File: config.mk
export PLATFORM = sky130hd
export DESIGN_NAME = ffha_seg_ram
export DESIGN_NICKNAME = d
export VERILOG_FILES = /design/src/hdl/first_fit_heap_allocator_defines.svh /design/src/hdl/ffha_pkg.sv /design/src/hdl/ffha_seg_ram.sv
export SDC_FILE = /design/constraint.sdc
export NUM_CORES = 2
export LEC_CHECK = 0
export BUFFER_PORTS_ARGS = -buffer_cell sky130_fd_sc_hd__buf_4
export CORE_MARGIN = 8
export CORE_UTILIZATION = 57
export DETAILED_ROUTE_END_ITERATION = 7
export PLACE_DENSITY = 0.76
export SYNTH_ARGS = -nofsm -noshare
export SYNTH_HDL_FRONTEND = slang
export SYNTH_SLANG_ARGS = --single-unit
File: constraint.sdc
create_clock -name clock -period 5 [get_ports clock]
set_input_delay 0.75 -clock clock [delete_from_list [all_inputs] [get_ports clock]]
set_output_delay 0.75 -clock clock [all_outputs]
set_load 0.02 [all_outputs]
File: src/hdl/first_fit_heap_allocator_defines.svh
// Assertion macros shared by the heap allocator RTL.
`ifndef FIRST_FIT_HEAP_ALLOCATOR_DEFINES_SVH
`define FIRST_FIT_HEAP_ALLOCATOR_DEFINES_SVH

// Same-cycle implication, checked outside reset.
`define FFHA_ASSERT_NOW(lbl, clk, rst, ante, cons, msg) \
   lbl: assert property (@(posedge clk) disable iff (rst) (ante) |-> (cons)) else $error(msg);

// Next-cycle implication, checked outside reset.
`define FFHA_ASSERT_NEXT(lbl, clk, rst, ante, cons, msg) \
   lbl: assert property (@(posedge clk) disable iff (rst) (ante) |=> (cons)) else $error(msg);

`endif

File: src/hdl/ffha_pkg.sv
// Types and constants of the first-fit heap allocator.
`default_nettype none
package ffha_pkg;

   localparam int ADDR_W = 21;
   localparam int WORD_W = 32;

   typedef enum logic [1:0] {
      OP_ALLOC   = 2'd0,
      OP_CALLOC  = 2'd1,
      OP_FREE    = 2'd2,
      OP_REALLOC = 2'd3
   } op_type;

   typedef enum logic [2:0] {
      ST_OK       = 3'd0,
      ST_NOMEM    = 3'd1,
      ST_ZERO     = 3'd2,
      ST_INVALID  = 3'd3,
      ST_DOUBLE   = 3'd4,
      ST_OVERFLOW = 3'd5
   } status_type;

   typedef struct packed {
      op_type              req_type;
      logic [WORD_W-1:0]   size;
      logic [WORD_W-1:0]   alignment;
      logic [WORD_W-1:0]   count;
      logic [ADDR_W-1:0]   address;
   } req_item_type;

   typedef struct packed {
      logic [ADDR_W-1:0]   result_address;
      status_type          status;
      logic [ADDR_W-1:0]   granted_size;
      logic [WORD_W-1:0]   alloc_count;
      logic [WORD_W-1:0]   release_count;
      logic [WORD_W-1:0]   fail_count;
   } rsp_item_type;

   typedef struct packed {
      logic [ADDR_W-1:0]   offset;
      logic [ADDR_W-1:0]   size;
      logic                free;
   } seg_type;

   typedef struct packed {
      logic [WORD_W:0]     rounded;
      logic [WORD_W+1:0]   need;
      logic                zero;
      logic                ovf;
   } prep_type;

   typedef enum logic {
      PH_ALLOC,
      PH_FIND
   } phase_type;

   typedef enum logic [4:0] {
      S_IDLE,
      S_PREP1,
      S_PREP2,
      S_PREP3,
      S_DECIDE,
      S_SCAN,
      S_SPLIT_CHK,
      S_COPY,
      S_WR_NEW,
      S_WR_OLD,
      S_CHECK,
      S_MARK,
      S_BK_RD,
      S_BK_CHK,
      S_FW_RD,
      S_FW_CHK,
      S_MERGE,
      S_FREE_END,
      S_DONE
   } state_type;

endpackage
`default_nettype wire

File: src/hdl/ffha_seg_ram.sv
// Segment table memory with registered read and a reset image for entry zero.
`default_nettype none
module ffha_seg_ram #(
   parameter int DEPTH = 64,
   parameter logic [20:0] RESET_SIZE = 21'd1048544
) (
   input  logic                         clock,
   input  logic                         reset,
   input  logic                         wr_en,
   input  logic [$clog2(DEPTH)-1:0]     wr_addr,
   input  ffha_pkg::seg_type            wr_data,
   input  logic [$clog2(DEPTH)-1:0]     rd_addr,
   output ffha_pkg::seg_type            rd_data
);

   ffha_pkg::seg_type mem [DEPTH];
   ffha_pkg::seg_type rd_q_ff;
   ffha_pkg::seg_type reset_image;
   logic              init_ff;
   logic              rd_init_ff;

   assign reset_image = '{offset: '0, size: RESET_SIZE, free: 1'b1};

   always_ff @(posedge clock) begin
      if (wr_en) begin
         mem[wr_addr] <= wr_data;
      end
      rd_q_ff <= mem[rd_addr];
   end

   always_ff @(posedge clock) begin
      if (reset) begin
         init_ff    <= 1'b1;
         rd_init_ff <= 1'b0;
      end else begin
         rd_init_ff <= init_ff && (rd_addr == '0);
         if (wr_en && (wr_addr == '0)) begin
            init_ff <= 1'b0;
         end
      end
   end

   assign rd_data = rd_init_ff ? reset_image : rd_q_ff;

endmodule
`default_nettype wire

After elaboration in Yosys (flattened, before gate mapping) --
Memory sizes are Yosys's and may differ from the RTL's. A register that Yosys moved wholly into a read port is not among the register bits. Cells that the tools add are included.
Word-level totals: bits in read-only memories 0, bits in registers 2, logic and storage cells 10, memory bits (writable) 2752, bits in latches 0, output and inout port bits 43, memories kept 1
Memories:
- mem | words 64, bits a word 43, read ports 1, clocked after memory_dff 1, write ports 1, RTL line ffha_seg_ram.sv:16 | ffha_pkg::seg_type mem [DEPTH];
Operators by class: $mul 0, div/mod/pow operators 0, bitwise operators 0, equal/unequal tests 0, reduce and logical (&&, ||, !) cells 4, add/subtract/negate cells 0, shifts and indexed selects 0, magnitude comparators 0, mux-type cells 3
Operators by type and width (count):
- 2-to-1 mux 43 bit | 1
- logical NOT 6 bit | 2
- logical AND 1 bit | 2
- 2-to-1 mux 1 bit | 2

Depth between registers and ports, before layout --
word-level depth 2, depth in mapped cells 11

Worst setup path before layout --
OpenSTA, ideal clock, no wires.
path type input -> register, start point input wr_addr[3], end point memory mem[48][0] (netlist bit) (enable), path slack 0.286 ns, stages on the path 4, data required time 4.504 ns, library setup time 0.496 ns, arrival 4.218 ns, cells stage by stage clkbuf_1 > nor2b_1 > nand4b_1 > nor3_1
RTL lines:
- start: declaration | RTL line ffha_seg_ram.sv:10 | input logic [$clog2(DEPTH)-1:0] wr_addr,
- end: declaration | RTL line ffha_seg_ram.sv:16
No word-level cell before the write port.

==> results.txt <==
Met2 Routed Length - 141 mm
Ports - 101
post-synthesis sequential area ratio - 77.9%
1st-pass router iterations - 5
top cell type's share of synthesized area - 77.1%
FF/Latch Area - 83,500 um2
Max Fclk - 329 MHz
Synth Net Count - 4,991
Synth Warn # - 0
type of the worst setup path - register to primary output
gr usage total - 28.9%
EDFF count, synth - 2,752
initial DRC count - 8,491
final hold slack - 0.0926 ns
top cells by count, synth - 2,752 x edfxtp_1, 616 x mux4_2, 240 x nand2_1, 178 x mux2i_1, 114 x nand3_1
crit path launch type - register
area grow syn2layout - 12.9%
filler cell count - 11,700
clock skew - 0.0615 ns
CTS clk-pin slew, worst paths - 0.06 ns
ys async rst share - 0%
core footprint - 187,000 um2
status - finished clean
MaxCap Viol Count - 0
cts hold-fix bufs - 0
power density over the cells - 405 nW/um2
post-synth top area cell - edfxtp_1
largest net degree at the start of global routing - 97
Sink Count - 2,797
Metal-1 WL - 102 mm
Peak VDD IR - 0.000377 V
CTS H-Tree Depth - 5
CTS resizes - 0
final-report max-slew violation count - 0
clk_lat worst skew - 0.93 ns
P_leak - 0.0384 uW
die height - 450 um
initial antenna violation count - 18
total grt overflow - 0
DRC - 0
RSZ-0062 raised after global routing - no
gpl congestion - 0.811
Root Buffer - clkbuf_16
CP endpoint kind - primary output
Worst Tran Pin Value - 1.45 ns
DIE WIDTH - 450 um
WL/cell - 37.7 um
fin crit period - 3.04 ns
Detail Placement HPWL - 156 mm
area of the multi-input gates - 22,400 um2
DRT antenna net count - 0
TritonCTS clock tree - built
synthesized area - 107,000 um2
Crit path required time - 4.25 ns
Netlist cell types - 64
Num CTS Buffers - 286
post-CTS setup buffers - 0
setup_tns - 0 ns
Via density - 7.02
met3 WL - 39.8 mm
Slew Limit Headroom - 3.40%
vias after detailed routing - 55,800
worst path arrival time - 2.29 ns
WL final - 300 mm
Synth Flop Type - edfxtp_1
layout cell share with drive strength beyond 1 - 27.0%
Worst Hold Class - input pin to register
final period utilization - 60.9%
vias in the first global route - 55,500
die area - 202,000 um2
critical path peak fanout - 43
Post-Syn Instances - 4,933
Final Net Count - 5,302
clock tree buffer depth - 4
final setup vio count - 0
IO buf count - 100
starting density of the core - 57.2%
final hold vios - 0
DR top layer - met5
Post-Syn Area per Cell - 21.7 um2
first-pass GRT wire length - 416 mm
row count - 159
top cells by area, synth - edfxtp_1 77%, mux4_2 13%, mux2i_1 1.7%, dfxtp_1 0.84%, nand2_1 0.84%
most frequent cell after synthesis - edfxtp_1
Synth Register Bits - 2,797
-- metrics by stage --
step / instance area, um2 / power, uW / instances / utilization [%] / setup WS [ns]
3_5_place_dp: 112000 / 29000 / 7451 / 59.9 / 1.27
6_report: 121000 / 49000 / 7951 / 64.6 / 1.96
5_1_grt: 121000 / 50100 / 7946 / 64.6 / 1.85
2_1_floorplan: 107000 / 27900 / 4933 / - / 0.286
4_1_cts: 121000 / 49100 / 7938 / 64.6 / 1.88
3_3_place_gp: 112000 / 28900 / 7451 / 59.9 / 1.28
-- cell families (layout without fill, tap and decap cells) --
group | after synthesis | count (layout) | share of synthesized area, %
DFF | 2797 | 2797 | 77.9
AOI/OAI and AO/OA | 378 | 378 | 2.40
other | 0 | 13 | 0
buffers and inverters | 287 | 797 | 1.63
and+or+nand+nor | 598 | 598 | 2.57
muxes | 873 | 873 | 15.5
-- cells in the final DEF (no fill, tap or decap), types with 66 or more instances in the layout --
cell	n
a21oi_1	76
edfxtp_1	2752
clkbuf_16	297
a22oi_1	66
nand3_1	114
mux2_2	75
mux4_2	616
mux2i_1	178
buf_4	237
nand2_1	239
clkbuf_1	80
-- critical path, stage by stage (launching register included) --
cell and delay [ns]:
dfxtp_4 0.98, or2_2 0.26, buf_4 0.14
-- final cells by class --
cell class                 count  area share (%)
antenna                       13          0.0269
sequential                  2797            69.0
timing repair buffer         301            2.52
clock buffer                 393            6.57
tap                         2495            2.58
multi-input combinational   1849            18.5
clock inverter                94           0.745
inverter                       9          0.0382
-- power breakdown --
part / switching (uW) / internal, uW / leakage [uW]
Combinational: 1540 / 919 / 0.00890
Clock: 8550 / 12000 / 0.00433
Sequential: 104 / 25900 / 0.0251
-- metal layers --
metal  track usage [%]  vias up
met5                 0        -
met4              13.7        4
met3              6.21      927
met2              45.7     4655
met1              39.1    29000
li1                  -    21300
-- state kept, by name, indices dropped and copies added (netlist names) --
name        cells
rd_init_ff      1
init_ff         1
rd_q_ff        43
mem          2752
-- path summary, 6_finish.rpt --
kind | start | to | slack (ns) | depth (start not counted)
setup / recovery | rd_init_ff$_SDFF_PP0_ | rd_data[20] | 1.96 | 2
hold / removal | reset | init_ff$_SDFFE_PP1P_ | 0.09 | 2
setup reg to reg | mem[15][4]$_DFFE_PP_ | rd_q_ff[4]$_DFF_P_ | 2.69 | 5
hold reg to reg | init_ff$_SDFFE_PP1P_ | init_ff$_SDFFE_PP1P_ | 0.48 | 2
(Power assumes the default switching activity.)
