`src/hdl/first_fit_heap_allocator_defines.svh`:
```
// Assertion macros shared by the heap allocator RTL.
`ifndef FIRST_FIT_HEAP_ALLOCATOR_DEFINES_SVH
`define FIRST_FIT_HEAP_ALLOCATOR_DEFINES_SVH

// Same-cycle implication, checked outside reset.
`define FFHA_ASSERT_NOW(lbl, clk, rst, ante, cons, msg) \
   lbl: assert property (@(posedge clk) disable iff (rst) (ante) |-> (cons)) else $error(msg);

// Next-cycle implication, checked outside reset.
`define FFHA_ASSERT_NEXT(lbl, clk, rst, ante, cons, msg) \
   lbl: assert property (@(posedge clk) disable iff (rst) (ante) |=> (cons)) else $error(msg);

`endif

```
`src/hdl/ffha_pkg.sv`:
```
// Types and constants of the first-fit heap allocator.
`default_nettype none
package ffha_pkg;

   localparam int ADDR_W = 21;
   localparam int WORD_W = 32;

   typedef enum logic [1:0] {
      OP_ALLOC   = 2'd0,
      OP_CALLOC  = 2'd1,
      OP_FREE    = 2'd2,
      OP_REALLOC = 2'd3
   } op_type;

   typedef enum logic [2:0] {
      ST_OK       = 3'd0,
      ST_NOMEM    = 3'd1,
      ST_ZERO     = 3'd2,
      ST_INVALID  = 3'd3,
      ST_DOUBLE   = 3'd4,
      ST_OVERFLOW = 3'd5
   } status_type;

   typedef struct packed {
      op_type              req_type;
      logic [WORD_W-1:0]   size;
      logic [WORD_W-1:0]   alignment;
      logic [WORD_W-1:0]   count;
      logic [ADDR_W-1:0]   address;
   } req_item_type;

   typedef struct packed {
      logic [ADDR_W-1:0]   result_address;
      status_type          status;
      logic [ADDR_W-1:0]   granted_size;
      logic [WORD_W-1:0]   alloc_count;
      logic [WORD_W-1:0]   release_count;
      logic [WORD_W-1:0]   fail_count;
   } rsp_item_type;

   typedef struct packed {
      logic [ADDR_W-1:0]   offset;
      logic [ADDR_W-1:0]   size;
      logic                free;
   } seg_type;

   typedef struct packed {
      logic [WORD_W:0]     rounded;
      logic [WORD_W+1:0]   need;
      logic                zero;
      logic                ovf;
   } prep_type;

   typedef enum logic {
      PH_ALLOC,
      PH_FIND
   } phase_type;

   typedef enum logic [4:0] {
      S_IDLE,
      S_PREP1,
      S_PREP2,
      S_PREP3,
      S_DECIDE,
      S_SCAN,
      S_SPLIT_CHK,
      S_COPY,
      S_WR_NEW,
      S_WR_OLD,
      S_CHECK,
      S_MARK,
      S_BK_RD,
      S_BK_CHK,
      S_FW_RD,
      S_FW_CHK,
      S_MERGE,
      S_FREE_END,
      S_DONE
   } state_type;

endpackage
`default_nettype wire

```
`src/hdl/ffha_prep.sv`:
```
// Request preparation pipeline: calloc product, alignment rounding and split threshold.
`default_nettype none
module ffha_prep #(
   parameter int HEADER_BYTES   = 32,
   parameter int DEFAULT_ALIGN  = 16,
   parameter int MIN_SPLIT_DATA = 16
) (
   input  logic                   clock,
   input  ffha_pkg::req_item_type req,
   output ffha_pkg::prep_type     prep
);

   localparam int W = ffha_pkg::WORD_W;

   logic [2*W-1:0] prod_ff;
   logic [W-1:0]   size_ff;
   logic [W:0]     align_ff;
   logic           calloc_ff;
   logic [W:0]     align_in;
   logic [W:0]     rounded_ff;
   logic           zero_ff;
   logic           ovf_ff;
   logic [W-1:0]   eff_size;
   logic [W:0]     mask;
   logic [W+1:0]   need_ff;
   logic           zero2_ff;
   logic           ovf2_ff;
   logic [W:0]     rounded2_ff;

   always_comb begin
      align_in = (W+1)'(DEFAULT_ALIGN);
      if ((req.req_type == ffha_pkg::OP_ALLOC) && (req.alignment != '0) &&
          ((req.alignment & (req.alignment - W'(1))) == '0)) begin
         align_in = {1'b0, req.alignment};
      end
   end

   always_ff @(posedge clock) begin
      prod_ff   <= {{W{1'b0}}, req.count} * {{W{1'b0}}, req.size};
      size_ff   <= req.size;
      align_ff  <= align_in;
      calloc_ff <= (req.req_type == ffha_pkg::OP_CALLOC);
   end

   assign eff_size = calloc_ff ? prod_ff[W-1:0] : size_ff;
   assign mask     = align_ff - (W+1)'(1);

   always_ff @(posedge clock) begin
      rounded_ff <= ({1'b0, eff_size} + mask) & ~mask;
      zero_ff    <= (eff_size == '0);
      ovf_ff     <= calloc_ff && (prod_ff[2*W-1:W] != '0);
   end

   always_ff @(posedge clock) begin
      need_ff     <= {1'b0, rounded_ff} + (W+2)'(HEADER_BYTES + MIN_SPLIT_DATA);
      rounded2_ff <= rounded_ff;
      zero2_ff    <= zero_ff;
      ovf2_ff     <= ovf_ff;
   end

   assign prep = '{rounded: rounded2_ff, need: need_ff, zero: zero2_ff, ovf: ovf2_ff};

endmodule
`default_nettype wire

```
`config.mk`:
```
export PLATFORM = sky130hd
export DESIGN_NAME = ffha_prep
export DESIGN_NICKNAME = d
export VERILOG_FILES = /design/src/hdl/first_fit_heap_allocator_defines.svh /design/src/hdl/ffha_pkg.sv /design/src/hdl/ffha_prep.sv
export SDC_FILE = /design/constraint.sdc
export NUM_CORES = 2
export LEC_CHECK = 0
export BUFFER_PORTS_ARGS = -buffer_cell sky130_fd_sc_hd__buf_2
export CAP_MARGIN = 20
export CORE_MARGIN = 4
export CORE_UTILIZATION = 65
export DETAILED_ROUTE_END_ITERATION = 10
export HOLD_SLACK_MARGIN = 0.1
export PLACE_DENSITY = 0.84
export SLEW_MARGIN = 20
export SYNTH_ARGS = -nofsm -noshare
export SYNTH_HDL_FRONTEND = slang
export SYNTH_SLANG_ARGS = --single-unit
```
`constraint.sdc`:
```
create_clock -name clock -period 11.5 [get_ports clock]
set_clock_uncertainty 0.2 [all_clocks]
set_input_delay 1.725 -clock clock [delete_from_list [all_inputs] [get_ports clock]]
set_output_delay 1.725 -clock clock [all_outputs]
set_load 0.1 [all_outputs]
```
* After elaboration in Yosys (flattened, before gate mapping)
Index checks and enable logic that the tools add are counted.
Word-level totals: register bits after elaboration 234, latch bits 0, memory bits (writable) 0, bits in read-only memories 0, output and inout port bits 69, logic and storage cells 30, memories kept 0
Operators by class: add/subtract/negate cells 4, multiply operators 1, divide/modulo/power cells 0, magnitude comparators 0, equal/unequal tests 1, shift operators 0, mux-type cells 1, bitwise operators 3, reduce and logical (&&, ||, !) cells 8
Operator list (count):
- 32-bit zero test | 2
- 32-bit by 32-bit multiplier with 64-bit output | 1
- 32-bit nonzero test | 2
- 33-bit by 6-bit adder with 34-bit output, second input constant | 1
- 32-bit by 33-bit adder with 33-bit output | 1
- 33-bit bitwise AND | 1
- 33-bit NOT | 1
- 33-bit by 1-bit subtractor with 33-bit output, second input constant | 1
- 32-bit bitwise AND | 1
- 32-bit 2-to-1 mux | 1
- 32-bit by 1-bit subtractor with 32-bit output, second input constant | 1
- 1-bit logical AND | 3
- 2-bit by 1-bit == test with 1-bit output, second input constant | 1
- 2-bit zero test | 1

* Logic depth before layout (Yosys ltp)
depth after elaboration 4, gate-level depth with buffers 28, depth with buffers taken out 27

* Worst setup path after synthesis
Ideal clock, no wire load.
kind in2reg, start point input port req[102] (netlist name), end point register prod_ff[58], setup time 0.120 ns, arrival time 8.627 ns, data required time 11.180 ns, setup slack 2.552 ns, stages on the path 26, buffers on the path 2, cells stage by stage clkbuf_1 > and2_1 > fa_1 > inv_1 > fa_1 > inv_1 > fa_1 > inv_1 > fa_1 > inv_1 > fa_1 > fa_1 > fa_1 > fa_1 > ha_1 > clkbuf_1 > nand3_1 > nor4_1 > nand3_1 > a21oi_1 > or3_1 > nor3b_2 > a211oi_1 > o41ai_1 > a41oi_1 > xnor2_1
On the way: longest elaborated chain between the ends 1
RTL lines:
- start: declaration | line ffha_prep.sv:9 | input ffha_pkg::req_item_type req,
- 32-bit by 32-bit multiplier with 64-bit output | line ffha_prep.sv:39 | prod_ff <= {{W{1'b0}}, req.count} * {{W{1'b0}}, req.size};
- end signal: assignment | line ffha_prep.sv:39
- end: declaration | line ffha_prep.sv:15 | logic [2*W-1:0] prod_ff;
No other way between the ends. A chain may end at the register's enable or synchronous reset.

* Worst setup path in the final report
start point input port req[93] (netlist name), end point register prod_ff[58]
Same word-level chain as after synthesis.

==> metrics.cfg <==
[drt]
routed_wl_mm=104
routed_via_density=5.79
initialDrtViolationCount=2428
drc=0
wire_per_inst_um=19.7
antenna_left=0
firstDrtPassIters=8
vias=30550

[place]
port_buffers=167
dp.cells=5229
gp_congestion=0.944
dpl.hpwl_mm=78.8

[yosys]
async_reset_ff_share_pct=0
synth_area_um2=41500
ys_ff_latch=229
synth-edff-count=0
synth_warnings=0
synth.yosys.seq_area_share_pct=11.1
syn-instance-count=4440
synth_nets=5753
yosysUniqueCellTypes=64
synth-main-ff-cell=dfxtp_1
syn_avg_cell_area_um2=9.34

[run_status]
status=finished clean

[grt]
grt_pass1_vias=33451
grt_max_degree=34
grt_first_pass_wirelength_mm=172
grt-ovfl-total=0
grt_use_total_pct=32.0
antenna_found_initial=6

[floorplanning]
fp.dieH_um=261
die_w_um=261
rows=92
start_util_pct=65.7
pin_count=189
dieArea_um2=67900
core_um2=63100

[setup_path]
cp_data_required_time_ps=11700
timing.rr.end=rounded_ff[28]$_DFF_P_
rrSetupSlack_ps=6060
startpoint=req[93]
critPathKind=in -> reg
reg2reg_from=align_ff[5]$_SDFF_PN0_
cp-start-kind=input pin
r2r_cells=15
endpoint_kind=register
arrival_ps=9950
critPathMaxFanout=33
critPathCapture=prod_ff[58]$_DFF_P_

[sta]
slew_headroom_pct=26.6
worstMarginPinSlew_ps=1100
setup_viol=0
layout_min_cycle_time_ps=9750
hold_viol=0
period_share_pct=84.8
rsz0062_at_grt=no
drv_slew=0
fmax_mhz=103
final.setup.tns_ps=0
hold_slack_ps=127

[clock_network]
htreeDepth=1
root_buffer=clkbuf_16
cts_tree=yes
hold_buffers=0
postCtsSetupBuffers=0
cts.sink_count=229
ctsResizeCount=0
cts-buffers-inserted=24
ctsLongestPathBuffers=3
path_clk_slew_ps=60
clk-insertion-delay-late_ps=520

[job]
drv_cap=0

[finish]
drive_gt1_share_pct=5.71
fin_util_pct=68.6
register_area_um2=4580
multiInputGateArea_um2=32700
nFillCells=4781
syn_to_final_growth_pct=4.39
nets=5722
fin_cells=5278

[worst_hold_path]
hp-class=reg -> reg

## layout make-up
| cell class | count | share of cell area [%] |
|---|---|---|
| Inverter | 875 | 7.59 |
| Clock inverter | 6 | 0.110 |
| Tap cell | 846 | 2.45 |
| Multi-Input combinational cell | 3105 | 75.5 |
| Clock buffer | 38 | 1.67 |
| Sequential cell | 229 | 10.6 |
| Antenna cell | 5 | 0.0289 |
| Timing Repair Buffer | 174 | 2.05 |
## metrics by stage
stage,setup WS [ps],cell area [um^2]
after floorplan,2550,41500
after global placement,1470,42500
after detailed placement,1310,42500
after CTS,1820,43300
after global routing,1380,43300
final,1750,43300
## Yosys cell counts, drive strengths merged (3+ instances only)
| master | number | share of area [%] |
|---|---|---|
| a21oi | 90 | 1.1 |
| ha | 296 | 8.9 |
| maj3 | 4 | 0.10 |
| nor2b | 13 | 0.20 |
| dfxtp | 229 | 11 |
| or3 | 11 | 0.18 |
| clkbuf | 219 | 2.0 |
| nand4 | 23 | 0.35 |
| nand2b | 12 | 0.18 |
| nor3 | 22 | 0.27 |
| nor4 | 32 | 0.51 |
| nand3 | 46 | 0.56 |
| mux2 | 30 | 0.81 |
| a31oi | 16 | 0.24 |
| o41ai | 3 | 0.063 |
| and2 | 628 | 9.5 |
| o22ai | 4 | 0.060 |
| a41oi | 4 | 0.085 |
| nor2 | 90 | 0.81 |
| xnor2 | 88 | 1.9 |
| o21a | 15 | 0.27 |
| fa | 897 | 43 |
| and3 | 18 | 0.27 |
| a21boi | 3 | 0.054 |
| nand2 | 509 | 4.6 |
| o31ai | 4 | 0.072 |
| o21ai | 57 | 0.69 |
| a211oi | 9 | 0.16 |
| inv | 875 | 7.9 |
| and4 | 5 | 0.11 |
| o21bai | 12 | 0.22 |
| or4 | 5 | 0.091 |
| buf | 12 | 0.22 |
| o211ai | 6 | 0.11 |
| xor2 | 58 | 1.2 |
| a21o | 60 | 1.1 |
| a221oi | 5 | 0.11 |
| nand3b | 5 | 0.10 |
## how the worst min path moves through the flow
stage                          from               end  cells after the start
floorplan            ovf_ff$_DFF_P_   ovf2_ff$_DFF_P_                      0
global placement    zero_ff$_DFF_P_  zero2_ff$_DFF_P_                      0
detailed placement   ovf_ff$_DFF_P_   ovf2_ff$_DFF_P_                      0
CTS                  ovf_ff$_DFF_P_   ovf2_ff$_DFF_P_                      0
global route         ovf_ff$_DFF_P_   ovf2_ff$_DFF_P_                      0
finish               ovf_ff$_DFF_P_   ovf2_ff$_DFF_P_                      0
## layout by cell type (no fill, tap or decap), types with 46 or more instances in the layout
master,netlist,routed
nor2_1,90,90
xor2_1,58,58
fa_1,897,897
nand3_1,46,46
a21o_1,60,60
buf_2,0,167
inv_1,875,875
ha_1,296,296
nand2_1,509,509
and2_1,628,628
dfxtp_1,229,229
xnor2_1,88,88
a21oi_1,90,90
## cell families (layout without fill, tap and decap cells)
kind of cell,Yosys count,count (layout),share of synthesized area (%)
XOR/XNOR,146,146,3.08
AND/OR/NAND/NOR,1425,1425,17.8
AO/OA/AOI/OAI,305,305,4.68
flip-flops,229,229,11.1
multiplexers,32,32,0.863
adder cells (fa/ha/maj),1197,1197,52.4
buffers and inverters,1106,1093,10.1
other,0,5,0
## worst max-delay path, cell delays in order
cell	delay (ps)
buf_2	650
and2_1	260
fa_1	430
fa_1	570
inv_1	60
fa_1	500
fa_1	520
inv_1	60
fa_1	560
fa_1	440
fa_1	560
fa_1	460
ha_1	420
nand3_1	200
nor4_1	510
nand3_1	130
a21oi_1	110
or3_1	150
nor3b_2	360
a211oi_1	200
o41ai_1	640
a41oi_1	230
xnor2_1	160
## sequential cells by signal (all words and copies together), names as in the netlist, 30 cells and up
| register | cells |
|---|---|
| need_ff | 30 |
| prod_ff | 64 |
| rounded_ff | 33 |
| align_ff | 32 |
| size_ff | 32 |
| rounded2_ff | 33 |
## per-layer routing
layer  vias up  GRT usage, %  wire length (um)
li1      13226             -                 -
met1     15566          41.0             38700
met2      1421          54.2             51100
met3       337          5.69              9110
met4         0          13.1              5100
met5         -             0                 0
Power is not shown: default switching activity piles up to over one toggle a cycle in this logic, so the estimate is an artifact.
